$ cat config.mk
export PLATFORM = sky130hd
export DESIGN_NAME = mtfdc_ram
export DESIGN_NICKNAME = d
export VERILOG_FILES = /design/src/hw/rtl/mtfdc_ram.sv
export SDC_FILE = /design/constraint.sdc
export NUM_CORES = 1
export LEC_CHECK = 0
export BUFFER_PORTS_ARGS = -buffer_cell sky130_fd_sc_hd__buf_4
export CAP_MARGIN = 10
export CORE_MARGIN = 3
export CORE_UTILIZATION = 54
export DETAILED_ROUTE_END_ITERATION = 10
export PLACE_DENSITY = 0.74
export SKIP_CTS_REPAIR_TIMING = 1
export SYNTH_ARGS = -nofsm -noshare
export SYNTH_HDL_FRONTEND = slang
export SYNTH_SLANG_ARGS = --single-unit
$ cat constraint.sdc
create_clock -name i_clk -period 1.45 [get_ports i_clk]
set_input_delay 0.0725 -clock i_clk [delete_from_list [all_inputs] [get_ports i_clk]]
set_output_delay 0.0725 -clock i_clk [all_outputs]
set_load 0.03 [all_outputs]
$ cat src/hw/rtl/mtfdc_ram.sv
module mtfdc_ram #(
    parameter int WIDTH = 8,
    parameter int DEPTH = 16
) (
    input  logic                     i_clk,
    input  logic                     i_we,
    input  logic [$clog2(DEPTH)-1:0] i_waddr,
    input  logic [WIDTH-1:0]         i_wdata,
    input  logic [$clog2(DEPTH)-1:0] i_raddr,
    output logic [WIDTH-1:0]         o_rdata
);

    logic [WIDTH-1:0] r_mem [DEPTH];
    logic [WIDTH-1:0] r_rdata;

    // one write port, one registered read port
    always_ff @(posedge i_clk) begin
        if (i_we) begin
            r_mem[i_waddr] <= i_wdata;
        end
        r_rdata <= r_mem[i_raddr];
    end

    assign o_rdata = r_rdata;

endmodule
==> impl_results.md <==
* CTS Sinks at 136
* Via count at between 2000 and 3000
* Fraction of registers with async set/reset at 0%
* Clock Power Share at 47.4%
* Fin. Hold Viols at 0
* Critical path class: reg2reg
* Leakage power at 2.21 nW
* Synthesized area at ~0.0051 mm2
* Rows at 34
* Die Ht at 104 um
* Sequential cell area at 0.00400 mm2
* M1 GR Usage at 26.3%
* Sw Pwr at 1.82 mW
* Synth top area cells: edfxtp_1, mux4_2, mux4_1, dfxtp_1, a22oi_1
* HPWL after detailed placement at 6300 um
* Grt ovf at 0
* Data arrival, critical path at 1.80 ns
* CTS tree: done
* Max_cap viols at 0
* Clk buf depth at 2
* Port buffer count at 25
* Die Span X at 104 um
* CTS Buf Count at 17
* Leading area contributor after synthesis: edfxtp_1
* Placer congestion estimate at 0.808
* Synth Area in Compound Gates at 2.33%
* Drt drc at 0
* Yosys reg bits at 136
* Fmax at 0.707 GHz
* Synth unique cells at 19
* Final Skew at 0.00721 ns
* Initial DRC Count at between 200 and 250
* Int Pwr at 7.57 mW
* Kind of end point of the critical path: flop
* Syn Area/Cell at 22.5 um2
* Post-Synth Adder-Cell Area at 0%
* Post-Layout Cell Count at 438
* Total wire length at 10100 um
* Worst Setup Start Kind: flop
* Clk slew on worst S/H paths at 0.06 ns
* N_diodes at 0
* Die area at 0.0107 mm2
* Via density at 5.80
* DR pass1 iterations at 5
* Mux cell area share after synthesis at 15.0%
* Crit-path cells: mux4_1, a22oi_1, nand2_1
* Multi-input gate area at 0.00106 mm2
* Min cycle time layout at 1.41 ns
* CP required at ~1.8 ns
* Top_reg_cell synth: edfxtp_1
* Post-layout net count at 317
* HP Class: in2reg
* Yosys warnings at 0
* Synthesized net count at 247
* Post-synth EDFFs at 128
* Flop pwr share at between 40% and 50%
* CP max FO at 1
* Avg WL per Cell at 23.0 um
* Fin crit share at 97.5%
* Max VDD drop at 0.817 mV
* First-pass GRT wire length at around 15000 um
* Pwr Density at 1480 mW/mm2
* Synth top cells by count: edfxtp_1, mux4_2, a22oi_1
* Power share of the combinational group at 5.5%
* Met2 Usage GRT at between 30% and 40%
* Ports at 26
* Pins over their slew limit at 0
* CP max-delay cell: mux4_1
* Post-Syn Instances at roughly 230
* Status: finished clean
* Fillers at 539
* Core area at 0.00898 mm2
* Dpl cells at 398
* XOR/XNOR share of the synthesized area at 0%
* Share of layout cells above drive strength 1 at 32.1%
* Total Routing Usage GR at 19.8%
* Synth Area in Simple Gates at approximately 3.2%
* Slew HR at 49.1%
* Layout area overhead at 23.6%
* Antenna violations before repair at 0
* Skew-Pair Late Insertion Delay at 0.51 ns
* Met3 usage at 5.16%
* Worst Tran Pin Value at 0.762 ns
* CTS Root Cell: clkbuf_8
* Main combinational cell family by area after synthesis: multiplexers
* Routed Antenna Nets at 0
* Unrepaired setup endpoints after global routing: no
* Number of H-tree levels at 4
* CP max stage delay at 0.57 ns
* Initial Util at between 50% and 60%
* Fin util at 70.9%
* Setup violators final at 0
* Vias in the first global route at around 2600
* Yosys top cell area share at 74.7%
* Most numerous cell in the Yosys netlist: edfxtp_1
* Pin count of the biggest net entering global routing at 23
* Most Crowded Layer GR: met2
* Register area share after synthesis at 77.8%
* Switching Fraction at 19.4%
==> logic make-up after synthesis <==
kind of cell	after synthesis
flops	136
buf+inv	10
mux	32
compound gates	16
simple gates	35
==> path summary, 6_finish.rpt <==
| path | startpoint | end | slack [ns] | cells after the start |
|---|---|---|---|---|
| max | r_mem[5][1] | o_rdata[1] | 0.04 | 3 |
| min | i_waddr[0] | r_mem[0][7] | 0.07 | 3 |
| max reg2reg | r_mem[5][1] | o_rdata[1] | 0.04 | 3 |
| min reg2reg | r_mem[14][6] | o_rdata[6] | 0.66 | 3 |
==> layout by cell type (no fill, tap or decap) <==
master / Yosys / routed
edfxtp_1: 128 / 128
buf_4: 1 / 50
mux4_2: 18 / 18
a22oi_1: 16 / 16
clkbuf_16: 0 / 16
mux4_1: 14 / 14
nor2_1: 13 / 13
nand2_1: 9 / 9
dlygate4sd3_1: 0 / 8
dfxtp_1: 8 / 8
bufinv_16: 0 / 5
clkinv_1: 0 / 5
nor3_1: 4 / 3
clkinv_4: 0 / 3
buf_12: 0 / 3
nand3b_1: 2 / 2
nand2b_1: 2 / 2
nor2b_1: 1 / 1
and2_1: 1 / 1
and2b_1: 1 / 1
nand3_1: 1 / 1
or3b_2: 1 / 1
nor3_2: 0 / 1
clkbuf_8: 0 / 1
clkinv_2: 0 / 1
clkinvlp_4: 0 / 1
==> flip-flops by register name (all words and copies together), names as in the netlist <==
signal   cells
r_mem      128
o_rdata      8
==> layer usage <==
metal | share of wire [%] | up-vias
li1 | - | 1116
met1 | 41 | 1309
met2 | 52 | 103
met3 | 5.8 | 14
met4 | 1.4 | 0
met5 | 0 | -
==> cell type report <==
type                       instances  area share [%]
clock buffer                      17            6.51
clock inverter                    15            3.27
multi-input combinational         83            16.7
sequential                       136            62.9
tap                              126            2.48
timing repair buffer              61            8.10
==> power by group through the flow <==
stage / Combinational, mW / Sequential, mW / Clock [mW]
floorplan: 0.223 / 4.55 / 0
global placement: 0.488 / 4.50 / 0
detailed placement: 0.504 / 4.50 / 0
CTS: 0.509 / 4.42 / 4.50
global route: 0.556 / 4.43 / 4.70
finish: 0.518 / 4.42 / 4.45
==> worst max-delay path: cells and delay by family (launching register included) <==
| kind | cells | cell delay, ns |
|---|---|---|
| compound gates | 1 | 0.26 |
| flops | 1 | 0.39 |
| mux | 1 | 0.57 |
| simple gates | 1 | 0.08 |
==> stage by stage <==
stage	total power [mW]	cell area, um2	hold slack, ns	setup slack (ns)	TNS [ns]
after global placement	4.99	5660	0.365	-0.000800	-0.000800
final	9.39	6360	0.0651	0.0356	0
after CTS	9.43	6280	-0.143	0.0335	0
after floorplan	4.77	5150	0.171	0.111	0
after detailed placement	5.01	5660	0.386	-0.0127	-0.0151
after global routing	9.68	6360	0.0560	0.0142	0
No activity file was read; power rests on OpenSTA's default activity.
